==> src/design/assert_macros.svh <==
// ----------------------------------------------------------------------------
// assert_macros.svh
// Assertion macros on i_clk; SDES_ASSERT is disabled in the active-low reset.
// ----------------------------------------------------------------------------
`ifndef ASSERT_MACROS_SVH
`define ASSERT_MACROS_SVH

// Check a property on each rising edge of i_clk while out of reset
`define SDES_ASSERT(lbl, prop, msg) \
    lbl: assert property (@(posedge i_clk) disable iff (!i_rst_n) prop) else $error(msg);

// Check a property on each rising edge of i_clk, reset included
`define SDES_ASSERT_ALWAYS(lbl, prop, msg) \
    lbl: assert property (@(posedge i_clk) prop) else $error(msg);

`endif

==> src/design/sdes_pkg.sv <==
// ----------------------------------------------------------------------------
// sdes_pkg
// Permutation tables, S-boxes and round functions for simplified DES.
// ----------------------------------------------------------------------------
package sdes_pkg;

    localparam int unsigned KeyW   = 10;
    localparam int unsigned BlockW = 8;
    localparam int unsigned SubW   = 8;
    localparam int unsigned HalfW  = 4;

    typedef logic [KeyW-1:0]   t_key;
    typedef logic [BlockW-1:0] t_block;
    typedef logic [SubW-1:0]   t_subkey;
    typedef logic [HalfW-1:0]  t_half;

    // Table entries count bit positions from the most significant bit
    localparam logic [3:0] P10_TBL   [10] = '{4'd2, 4'd4, 4'd1, 4'd6, 4'd3,
                                              4'd9, 4'd0, 4'd8, 4'd7, 4'd5};
    localparam logic [3:0] P8_TBL    [8]  = '{4'd5, 4'd2, 4'd6, 4'd3,
                                              4'd7, 4'd4, 4'd9, 4'd8};
    localparam logic [2:0] IP_TBL    [8]  = '{3'd1, 3'd5, 3'd2, 3'd0,
                                              3'd3, 3'd7, 3'd4, 3'd6};
    localparam logic [2:0] IPINV_TBL [8]  = '{3'd3, 3'd0, 3'd2, 3'd4,
                                              3'd6, 3'd1, 3'd7, 3'd5};
    localparam logic [1:0] EP_TBL    [8]  = '{2'd3, 2'd0, 2'd1, 2'd2,
                                              2'd1, 2'd2, 2'd3, 2'd0};
    localparam logic [1:0] P4_TBL    [4]  = '{2'd1, 2'd3, 2'd2, 2'd0};

    // S-boxes, indexed by {row, column}
    localparam logic [1:0] SBOX_A [16] = '{
        2'd1, 2'd0, 2'd3, 2'd2,
        2'd3, 2'd2, 2'd1, 2'd0,
        2'd0, 2'd2, 2'd1, 2'd3,
        2'd3, 2'd1, 2'd0, 2'd2
    };
    localparam logic [1:0] SBOX_B [16] = '{
        2'd0, 2'd1, 2'd2, 2'd3,
        2'd2, 2'd3, 2'd1, 2'd0,
        2'd3, 2'd0, 2'd1, 2'd2,
        2'd2, 2'd1, 2'd0, 2'd3
    };

    function automatic t_key f_p10(input t_key k);
        t_key o;
        for (int i = 0; i < 10; i++) begin
            o[9-i] = k[4'd9 - P10_TBL[i]];
        end
        return o;
    endfunction

    function automatic t_subkey f_p8(input t_key k);
        t_subkey o;
        for (int i = 0; i < 8; i++) begin
            o[7-i] = k[4'd9 - P8_TBL[i]];
        end
        return o;
    endfunction

    function automatic t_block f_ip(input t_block d);
        t_block o;
        for (int i = 0; i < 8; i++) begin
            o[7-i] = d[3'd7 - IP_TBL[i]];
        end
        return o;
    endfunction

    function automatic t_block f_ipinv(input t_block d);
        t_block o;
        for (int i = 0; i < 8; i++) begin
            o[7-i] = d[3'd7 - IPINV_TBL[i]];
        end
        return o;
    endfunction

    // Rotate each 5-bit half left by one
    function automatic t_key f_rot(input t_key k);
        return {k[8:5], k[9], k[3:0], k[4]};
    endfunction

    function automatic t_subkey f_subkey1(input t_key key);
        return f_p8(f_rot(f_p10(key)));
    endfunction

    function automatic t_subkey f_subkey2(input t_key key);
        return f_p8(f_rot(f_rot(f_p10(key))));
    endfunction

    function automatic t_half f_round(input t_half right, input t_subkey sub);
        t_subkey    e;
        logic [1:0] sa;
        logic [1:0] sb;
        t_half      s;
        t_half      o;
        for (int i = 0; i < 8; i++) begin
            e[7-i] = right[2'd3 - EP_TBL[i]];
        end
        e  = e ^ sub;
        sa = SBOX_A[{e[7], e[4], e[6], e[5]}];
        sb = SBOX_B[{e[3], e[0], e[2], e[1]}];
        s  = {sa, sb};
        for (int i = 0; i < 4; i++) begin
            o[3-i] = s[2'd3 - P4_TBL[i]];
        end
        return o;
    endfunction

    function automatic t_block f_encrypt(input t_block d, input t_subkey k1,
                                         input t_subkey k2);
        t_block blk;
        t_half  left;
        t_half  right;
        blk   = f_ip(d);
        // First round, swap halves, then second round
        left  = blk[3:0];
        right = blk[7:4] ^ f_round(blk[3:0], k1);
        left  = left ^ f_round(right, k2);
        return f_ipinv({left, right});
    endfunction

endpackage

==> src/design/simplified_des_block_encrypt.sv <==
// A block is registered on acceptance and its cipher in the result register as stage 1 moves.
// Throughput: one block per cycle unless the output stalls; the cipher is one combinational pass.
// Subkeys are expanded into registers when the key is written.
// Reset (synchronous, active low) empties both stages and loads the subkeys of key 0.
// ----------------------------------------------------------------------------
// simplified_des_block_encrypt
// Two-round simplified DES encryption of 8-bit blocks under a 10-bit key.
// ----------------------------------------------------------------------------
`include "assert_macros.svh"

module simplified_des_block_encrypt
    import sdes_pkg::*;
(
    input  logic                i_clk,
    input  logic                i_rst_n,
    input  logic                i_cfg_we,
    input  logic [KeyW-1:0]     i_cfg_data,
    input  logic                i_in_valid,
    output logic                o_in_ready,
    input  logic [BlockW-1:0]   i_plain_block,
    output logic                o_out_valid,
    input  logic                i_out_ready,
    output logic [BlockW-1:0]   o_cipher_block
);

    logic    r_s1_valid;
    t_block  r_s1_block;
    logic    r_out_valid;
    t_block  r_out_block;
    t_subkey r_k1;
    t_subkey r_k2;

    logic    s1_adv;
    logic    s1_move;
    logic    in_acc;
    t_block  n_out_block;

    assign s1_adv      = !r_out_valid || i_out_ready;
    assign s1_move     = r_s1_valid && s1_adv;
    assign o_in_ready  = !r_s1_valid || s1_adv;
    assign in_acc      = i_in_valid && o_in_ready;
    assign n_out_block = f_encrypt(r_s1_block, r_k1, r_k2);

    always_ff @(posedge i_clk) begin
        if (!i_rst_n) begin
            r_s1_valid  <= 1'b0;
            r_out_valid <= 1'b0;
            r_k1        <= '0;
            r_k2        <= '0;
        end else begin
            if (i_cfg_we) begin
                r_k1 <= f_subkey1(i_cfg_data);
                r_k2 <= f_subkey2(i_cfg_data);
            end
            if (o_in_ready) begin
                r_s1_valid <= i_in_valid;
            end
            if (s1_adv) begin
                r_out_valid <= r_s1_valid;
            end
        end
    end

    // Payload registers: hold while stalled
    always_ff @(posedge i_clk) begin
        if (in_acc) begin
            r_s1_block <= i_plain_block;
        end
        if (s1_move) begin
            r_out_block <= n_out_block;
        end
    end

    assign o_out_valid    = r_out_valid;
    assign o_cipher_block = r_out_block;

    `SDES_ASSERT(a_accept_fills_s1, in_acc |=> r_s1_valid, "accepted block lost")
    `SDES_ASSERT(a_s1_hold, !o_in_ready |=> (r_s1_valid && $stable(r_s1_block)), "block not held")
    `SDES_ASSERT(a_out_fill, s1_move |=> o_out_valid, "result not raised")
    `SDES_ASSERT(a_result, s1_move |=> o_cipher_block == $past(n_out_block), "result mismatch")

endmodule

==> config.mk <==
export PLATFORM = sky130hd
export DESIGN_NAME = simplified_des_block_encrypt
export DESIGN_NICKNAME = d
export VERILOG_FILES = /design/src/design/sdes_pkg.sv /design/src/design/simplified_des_block_encrypt.sv
export VERILOG_INCLUDE_DIRS = /design/src /design/src/design
export SDC_FILE = /design/constraint.sdc
export NUM_CORES = 1
export LEC_CHECK = 0
export ABC_AREA = 0
export BUFFER_PORTS_ARGS = -buffer_cell sky130_fd_sc_hd__buf_2
export CORE_AREA = 2 2 57 59
export CTS_CLUSTER_SIZE = 14
export DETAILED_ROUTE_END_ITERATION = 6
export DIE_AREA = 0 0 59 61
export PLACE_DENSITY = 0.78
export SLEW_MARGIN = 20
export SYNTH_ARGS = -nofsm -noshare
export SYNTH_HDL_FRONTEND = slang
export SYNTH_SLANG_ARGS = --single-unit
==> constraint.sdc <==
create_clock -name i_clk -period 2.7 [get_ports i_clk]
set_input_delay 0.135 -clock i_clk [delete_from_list [all_inputs] [get_ports i_clk]]
set_output_delay 0.135 -clock i_clk [all_outputs]
set_load 0.01 [all_outputs]
==> reports/summary.txt, run 1 <==
Hold Violations, Final: 0
fraction of the mapped netlist area in compound gates: 0.0624
hpwl dp: 2.07 mm
register cell area after layout: 701 µm²
Final Max Tran Viols: 0
cell with the most instances after synthesis: sky130_fd_sc_hd__mux2i_1
DP Cell Count: 188
Seq/Total Area, Yosys: 0.460
wire length of the first global-routing pass: 4.65 mm
portion of synthesized cell area occupied by the leading cell type: 0.316
classification of the worst-slack hold path: in -> reg
Mapped Cells: 129
antenna diode count: 0
sequential share of power: 0.494
number of global-route vias before repair: 1,082
global-route usage over all layers: 0.179
count of pins on the block boundary: 33
clock latency of the later-clocked register in the worst-skew pair: 320 ps
transition time at the pin with the least slew margin: 728 ps
Data arrival, critical path: 2680 ps
Worst Setup End Kind: flip-flop
number of sinks driven by the clock tree: 27
non-filler cells in the finished layout: 200
family with the most delay on the worst path: simple AND/OR/NAND/NOR gates
number of distinct library cell variants in the gate-level netlist after synthesis: 34
async set or reset register ratio after synthesis: 0
global-route congestion overflow total: 0
count of input and output buffers: 31
number of cells traversed by the worst hold path: 3
P_leak: 0.000743 µW
biggest area consumer among synthesized cells: sky130_fd_sc_hd__edfxtp_1
# Max-Cap Violations: 0
result of the run: complete, no violations
xor-xnor portion of the synthesized cell area: 0.202
Iteration-0 DRC Markers: 13
maximum number of pins on one net before global-route repair: 15
total of flip-flops plus latches after synthesis: 27
detailed-route via count: 1,063
max_slew headroom: 0.513
CTS Root Buffer Type: sky130_fd_sc_hd__clkbuf_4
Setup-failing EPs final: 0
number of remaining DRC errors: 0
maximum cell stage delay along the critical path: 510 ps
number of fillers in the final layout: 253
net switching component of the power: 316 µW
Req. time, crit path: 2790 ps
IR Drop Worst-Case VDD: 355 µV
horizontal extent of the die: 59 µm
GPL Wtd Cong: 0.861
peak clock frequency supported by timing: 386 MHz
die outline area: 3600 µm²
# hold bufs at CTS: 8
final WL: 2.77 mm
Synth Area in Adders: 0
Buffers & Inverters on Critical Path: 0
number of optimization iterations in the first detailed-route pass: 4
Crit Path Class: reg -> reg
combinational group share of total power: 0.342
buffer levels on the longest clock path: 2
Avg Cell Area, Syn: 11.8 µm²
Row Count: 20
count of synthesis-stage warnings from yosys: 0
number of antenna violations at the first check in global routing: 0
total clock buffers created by CTS: 3
average via count per standard cell: 5.32
leading cell types by count after synthesis: 17 x sky130_fd_sc_hd__mux2i_1, 16 x sky130_fd_sc_hd__edfxtp_1, 16 x sky130_fd_sc_hd__xnor2_1, 12 x sky130_fd_sc_hd__nor2b_1
internal cell power: 732 µW
power per cell area: 585 nW/µm²
critical path, cell by cell: xnor2_2 > o21a_1 > or4_1 > nand4_1 > mux2_2 > o211a_1 > xnor2_1
critical path startpoint category: flip-flop
setup repair after global routing missed its margin: false
Routed Antenna Nets: 0
switch share: 0.301
largest family of logic cells by synthesized area: XOR/XNOR gates
post-synthesis mux area share: 0.119
Post-Route Skew: 3.88 ps
final period demand of the worst path: 2590 ps
clock-pin slew on the worst setup and hold paths: 140 ps
number of resized instances in the post-cts repair step: 0
Post CTS Setup Buffer Count: 0
Die Span Y: 61 µm
Worst R2R Path Depth: 7
CTS tree: yes
Levels on crit path: 7
fraction of final layout cells with drive strength greater than 1: 0.246
Post-Synth Simple-Gate Area: 0.127
synthesized net count: 152
standard cell with the maximum stage delay on the critical path: sky130_fd_sc_hd__edfxtp_1
most common flop cell mapped by yosys: sky130_fd_sc_hd__edfxtp_1
mean routed wirelength per cell: 13.8 µm
Post-synth EDFFs: 16
fraction of power consumed by the clock network: 0.164
starting density of the core: 0.516
Final Net Count: 191
netlist area before placement: 1520 µm²
aggregate negative setup slack: 0 ps
htree depth: 1
Period Utilization, post-route: 0.960
total area of multi-input combinational cells: 777 µm²
layout-stage area growth over the synthesis result: 17.7%
core footprint: 2950 µm²
top area cells in the synthesized netlist: sky130_fd_sc_hd__edfxtp_1 32%, sky130_fd_sc_hd__dfxtp_1 14%, sky130_fd_sc_hd__mux2i_1 11%
Crit Path Max Fanout: 6
## cell usage in the layout, fill, tap and decap left out, types with 2 or more instances in the layout
cell type and n:
sky130_fd_sc_hd__o21ai_0 4, sky130_fd_sc_hd__nor3_1 3, sky130_fd_sc_hd__or3_1 2, sky130_fd_sc_hd__o21a_1 2
sky130_fd_sc_hd__nor3b_1 2, sky130_fd_sc_hd__dfxtp_1 11, sky130_fd_sc_hd__a21oi_1 3, sky130_fd_sc_hd__clkbuf_4 3
sky130_fd_sc_hd__xnor2_1 16, sky130_fd_sc_hd__nand2_1 2, sky130_fd_sc_hd__xnor2_2 2, sky130_fd_sc_hd__mux2i_1 17
sky130_fd_sc_hd__nor2b_1 12, sky130_fd_sc_hd__dlygate4sd3_1 8, sky130_fd_sc_hd__o211ai_1 2, sky130_fd_sc_hd__nor2_1 2
sky130_fd_sc_hd__buf_2 31, sky130_fd_sc_hd__edfxtp_1 16, sky130_fd_sc_hd__and3_1 2, sky130_fd_sc_hd__xor2_1 11
## flip-flops by register name, indices dropped and copies added, names as in the netlist
| signal | flops |
|---|---|
| o_cipher_block | 8 |
| r_s1_block | 8 |
| r_k1 | 7 |
| r_k2 | 2 |
| o_out_valid | 1 |
| r_s1_valid | 1 |
## final timing paths
path | slack [ps] | to | from
worst min register to register | 550 | o_out_valid$_SDFFE_PN0P_ | r_s1_valid$_SDFFE_PN0N_
worst max register to register | 110 | o_cipher_block[7]$_DFFE_PP_ | r_s1_block[3]$_DFFE_PP_
worst max-delay path | 110 | o_cipher_block[7]$_DFFE_PP_ | r_s1_block[3]$_DFFE_PP_
worst min-delay path | 60 | r_k1[5]$_SDFFE_PN0P_ | i_cfg_data[1]
## worst register-to-register path, delay by kind of cell, from the launching register on
family	cells	cell delay [ps]
AO/OA/AOI/OAI	2	440
flip-flops	1	510
AND/OR/NAND/NOR	2	680
XOR/XNOR	2	360
multiplexers	1	360
## cell families (layout without fill, tap and decap cells)
logic type      after synthesis  in the layout
simple gates                 32             32
xor+xnor                     31             31
flops                        27             27
mux                          18             18
compound gates               14             14
buf+inv                       7             45
## cell type report
class	count	share of cell area
sequential	27	0.391
inverter	1	0.00209
multi-input combinational	95	0.434
timing repair buffer	40	0.135
tap	33	0.0230
clock buffer	4	0.0147
## per-stage QoR
step                      worst slack [ps]  cell area, µm²  power, µW   util  hold slack [ps]
after floorplan                        283            1520        802      -              234
after global routing                  12.4            1790       1120  0.607             42.0
after CTS                              129            1790       1060  0.607             43.7
final                                  107            1790       1050  0.607             58.7
after detailed placement               147            1690        876  0.571              313
after global placement                 221            1690        858  0.571              312
## metal layers
layer  vias up  GRT usage  share of wire
met4         0     0.0877          0.018
met1       504      0.191           0.40
met3         4     0.0299          0.041
met5         -          0              0
li1        528          -              -
met2        27      0.340           0.54
## power groups by stage
stage          Sequential [µW]  Combinational [µW]  Clock [µW]
2_1_floorplan              530                 272           0
3_3_place_gp               525                 333           0
3_5_place_dp               527                 349           0
4_1_cts                    518                 359         184
5_1_grt                    521                 399         200
6_report                   517                 359         172
(Power assumes the default switching activity.)
==> inputs of run 2 (changes only) <==
--- a/config.mk
+++ b/config.mk
@@ -6,13 +6,13 @@
 export SDC_FILE = /design/constraint.sdc
 export NUM_CORES = 1
 export LEC_CHECK = 0
-export ABC_AREA = 0
+export ABC_AREA = 1
 export BUFFER_PORTS_ARGS = -buffer_cell sky130_fd_sc_hd__buf_2
 export CORE_AREA = 2 2 57 59
 export CTS_CLUSTER_SIZE = 14
 export DETAILED_ROUTE_END_ITERATION = 6
 export DIE_AREA = 0 0 59 61
-export PLACE_DENSITY = 0.78
+export PLACE_DENSITY = 0.79
 export SLEW_MARGIN = 20
 export SYNTH_ARGS = -nofsm -noshare
 export SYNTH_HDL_FRONTEND = slang
==> reports/summary.txt, run 2 <==
max_slew headroom: 0.484 (-0.0290)
maximum number of pins on one net before global-route repair: 18 (+3)
# Max-Cap Violations: 0 (unchanged)
most common flop cell mapped by yosys: sky130_fd_sc_hd__edfxtp_1
standard cell with the maximum stage delay on the critical path: sky130_fd_sc_hd__edfxtp_1
Die Span Y: 61 µm (unchanged)
Worst Setup End Kind: flip-flop
number of remaining DRC errors: 0 (unchanged)
Buffers & Inverters on Critical Path: 2 (+2)
power per cell area: 530 nW/µm² (-9.4%)
buffer levels on the longest clock path: 2 (unchanged)
critical path startpoint category: flip-flop
netlist area before placement: 1560 µm² (+2.1%)
Post-Place Worst Slack: 779 ps (+632 ps)
Final Max Tran Viols: 0 (unchanged)
starting density of the core: 0.527 (+0.0110)
synthesized net count: 234 (+54%)
Final Net Count: 277 (+45%)
number of distinct library cell variants in the gate-level netlist after synthesis: 17 (-50%)
most frequent CP cell: sky130_fd_sc_hd__nand2_1
maximum cell stage delay along the critical path: 530 ps (+20 ps)
GPL Wtd Cong: 0.930 (+8.1%)
mean routed wirelength per cell: 10.3 µm (-26%)
final WL: 2.93 mm (+6.0%)
detailed-route via count: 1,408 (+32%)
Post CTS Setup Buffer Count: 0 (unchanged)
setup repair after global routing missed its margin: false
Req. time, crit path: 2800 ps (about the same)
family with the most delay on the worst path: simple AND/OR/NAND/NOR gates
Setup-failing EPs final: 0 (unchanged)
slack of the critical path: 729 ps (+622 ps)
top area cells in the synthesized netlist: sky130_fd_sc_hd__edfxtp_1 31%, sky130_fd_sc_hd__nand2_1 19%, sky130_fd_sc_hd__dfxtp_1 14%
CTS tree: yes
P_leak: 0.000954 µW (+29%)
Hold Violations, Final: 0 (unchanged)
most frequent cells in the layout: 79 x sky130_fd_sc_hd__nand2_1, 31 x sky130_fd_sc_hd__buf_2, 26 x sky130_fd_sc_hd__inv_1
aggregate negative setup slack: 0 ps (unchanged)
Final Instance Area: 1850 µm² (+3.5%)
count of pins on the block boundary: 33 (unchanged)
peak clock frequency supported by timing: 507 MHz (+32%)
transition time at the pin with the least slew margin: 773 ps (+45.0 ps)
classification of the worst-slack hold path: in -> reg
average via count per standard cell: 4.92 (-7.4%)
critical path, cell by cell: inv_2 > nand2_1 > nand2_2 > nand2_2 > nand2_1 > nand3_1 > nand2_1 > nand2_2 > nand2_4 > inv_2 > nand2_2 > nand2_2 > nand2_1 > nand2_1 > nand2_1 > nand2_1
wire length of the first global-routing pass: 4.99 mm (+7.3%)
final period demand of the worst path: 1970 ps (-622 ps)
Crit Path Max Fanout: 5 (-1)
horizontal extent of the die: 59 µm (unchanged)
Post-synth EDFFs: 16 (unchanged)
Routed Antenna Nets: 0 (unchanged)
clock latency of the later-clocked register in the worst-skew pair: 330 ps (about the same)
Seq/Total Area, Yosys: 0.451 (-0.00962)
leading cell types by count after synthesis: 79 x sky130_fd_sc_hd__nand2_1, 26 x sky130_fd_sc_hd__inv_1, 24 x sky130_fd_sc_hd__nand3_1, 16 x sky130_fd_sc_hd__edfxtp_1
Mapped Cells: 211 (+64%)
IR Drop Worst-Case VDD: 277 µV (-22%)
total clock buffers created by CTS: 3 (unchanged)
biggest area consumer among synthesized cells: sky130_fd_sc_hd__edfxtp_1
count of synthesis-stage warnings from yosys: 0 (unchanged)
hpwl dp: 2.31 mm (+12%)
core footprint: 2950 µm² (unchanged)
Row Count: 20 (unchanged)
global-route usage over all layers: 0.186 (+0.00773)
Avg Cell Area, Syn: 7.37 µm² (-38%)
layout-stage area growth over the synthesis result: 19.2%
htree depth: 1 (unchanged)
cell with the most instances after synthesis: sky130_fd_sc_hd__nand2_1
count of input and output buffers: 31 (unchanged)
Crit Path Class: reg -> reg
number of sinks driven by the clock tree: 27 (unchanged)
clock-pin slew on the worst setup and hold paths: 150 ps (about the same)
CTS Root Buffer Type: sky130_fd_sc_hd__clkbuf_4
share of the core filled with cells: 0.628 (+0.0212)
global-route congestion overflow total: 0 (unchanged)
most common library cell in the layout ignoring fill and taps: sky130_fd_sc_hd__nand2_1
DP Area: 1750 µm² (+3.7%)
fraction of final layout cells with drive strength greater than 1: 0.229 (-0.0163)
total of flip-flops plus latches after synthesis: 27 (unchanged)
antenna diode count: 0 (unchanged)
Post-Route Skew: 16.2 ps (+12.4 ps)
Data arrival, critical path: 2070 ps (-610 ps)
portion of synthesized cell area occupied by the leading cell type: 0.309 (-0.00660)
Overall Power: 983 µW (-6.3%)
Period Utilization, post-route: 0.730 (-0.231)
number of global-route vias before repair: 1,199 (+11%)
die outline area: 3600 µm² (unchanged)
async set or reset register ratio after synthesis: 0 (unchanged)
result of the run: complete, no violations
number of optimization iterations in the first detailed-route pass: 4 (unchanged)
number of antenna violations at the first check in global routing: 0 (unchanged)
Iteration-0 DRC Markers: 28 (+15)
## run 2: through the flow
step           instances  hold WS [ps]
2_1_floorplan        211           234
6_report             286          19.4
4_1_cts              286          26.4
5_1_grt              286          44.8
3_5_place_dp         274           313
3_3_place_gp         274           311
## run 2: layer usage
metal | vias up | global-route usage | wire length, µm
met1 | 610 | 0.235 | 1400
met2 | 34 | 0.322 | 1350
met4 | 0 | 0.0779 | 53
met3 | 5 | 0.0256 | 119
met5 | - | 0 | 0
li1 | 759 | - | -
## run 2: area by class of cell
cell class | count | area, µm²
clock buffer | 4 | 26.3
fill | 281 | 1100
inverter | 32 | 120
multi-input combinational | 151 | 731
sequential | 27 | 701
tap | 33 | 41.3
timing repair buffer | 39 | 235
## run 2: what timing repair did
item	CTS	global route
hold buffers	8	0
gates resized for setup	0	0
hold endpoints to repair	8	0
## run 2: cells by family after synthesis
logic type | Yosys count | share of synthesized area
buffers and inverters | 33 | 0.0796
and+or+nand+nor | 126 | 0.377
DFF | 27 | 0.451
AOI/OAI and AO/OA | 20 | 0.0644
xor gates and xnor gates | 5 | 0.0282
## run 2: path summary, 6_finish.rpt
kind / startpoint / end / slack (ps) / depth (start not counted)
min reg2reg: r_s1_valid$_SDFFE_PN0N_ / o_out_valid$_SDFFE_PN0P_ / 480 / 2
max reg2reg: r_s1_block[4]$_DFFE_PP_ / o_cipher_block[2]$_DFFE_PP_ / 730 / 16
max: r_s1_block[4]$_DFFE_PP_ / o_cipher_block[2]$_DFFE_PP_ / 730 / 16
min: i_cfg_data[5] / r_k2[2]$_SDFFE_PN0P_ / 20 / 3
## run 2: where the power goes
part           switching (µW)  total, µW  leakage [µW]  internal, µW
registers                19.7        498      0.000245           478
clock network             121        179     0.0000150          58.0
logic                     189        306      0.000695           117
## run 2: worst reg2reg max path: stages (launching register included)
cell,delay (ps)
sky130_fd_sc_hd__edfxtp_1,530
sky130_fd_sc_hd__inv_2,160
sky130_fd_sc_hd__nand2_1,80
sky130_fd_sc_hd__nand2_2,80
sky130_fd_sc_hd__nand2_2,80
sky130_fd_sc_hd__nand2_1,70
sky130_fd_sc_hd__nand3_1,100
sky130_fd_sc_hd__nand2_1,100
sky130_fd_sc_hd__nand2_2,80
sky130_fd_sc_hd__nand2_4,80
sky130_fd_sc_hd__inv_2,40
sky130_fd_sc_hd__nand2_2,60
sky130_fd_sc_hd__nand2_2,50
sky130_fd_sc_hd__nand2_1,70
sky130_fd_sc_hd__nand2_1,50
sky130_fd_sc_hd__nand2_1,60
sky130_fd_sc_hd__nand2_1,50
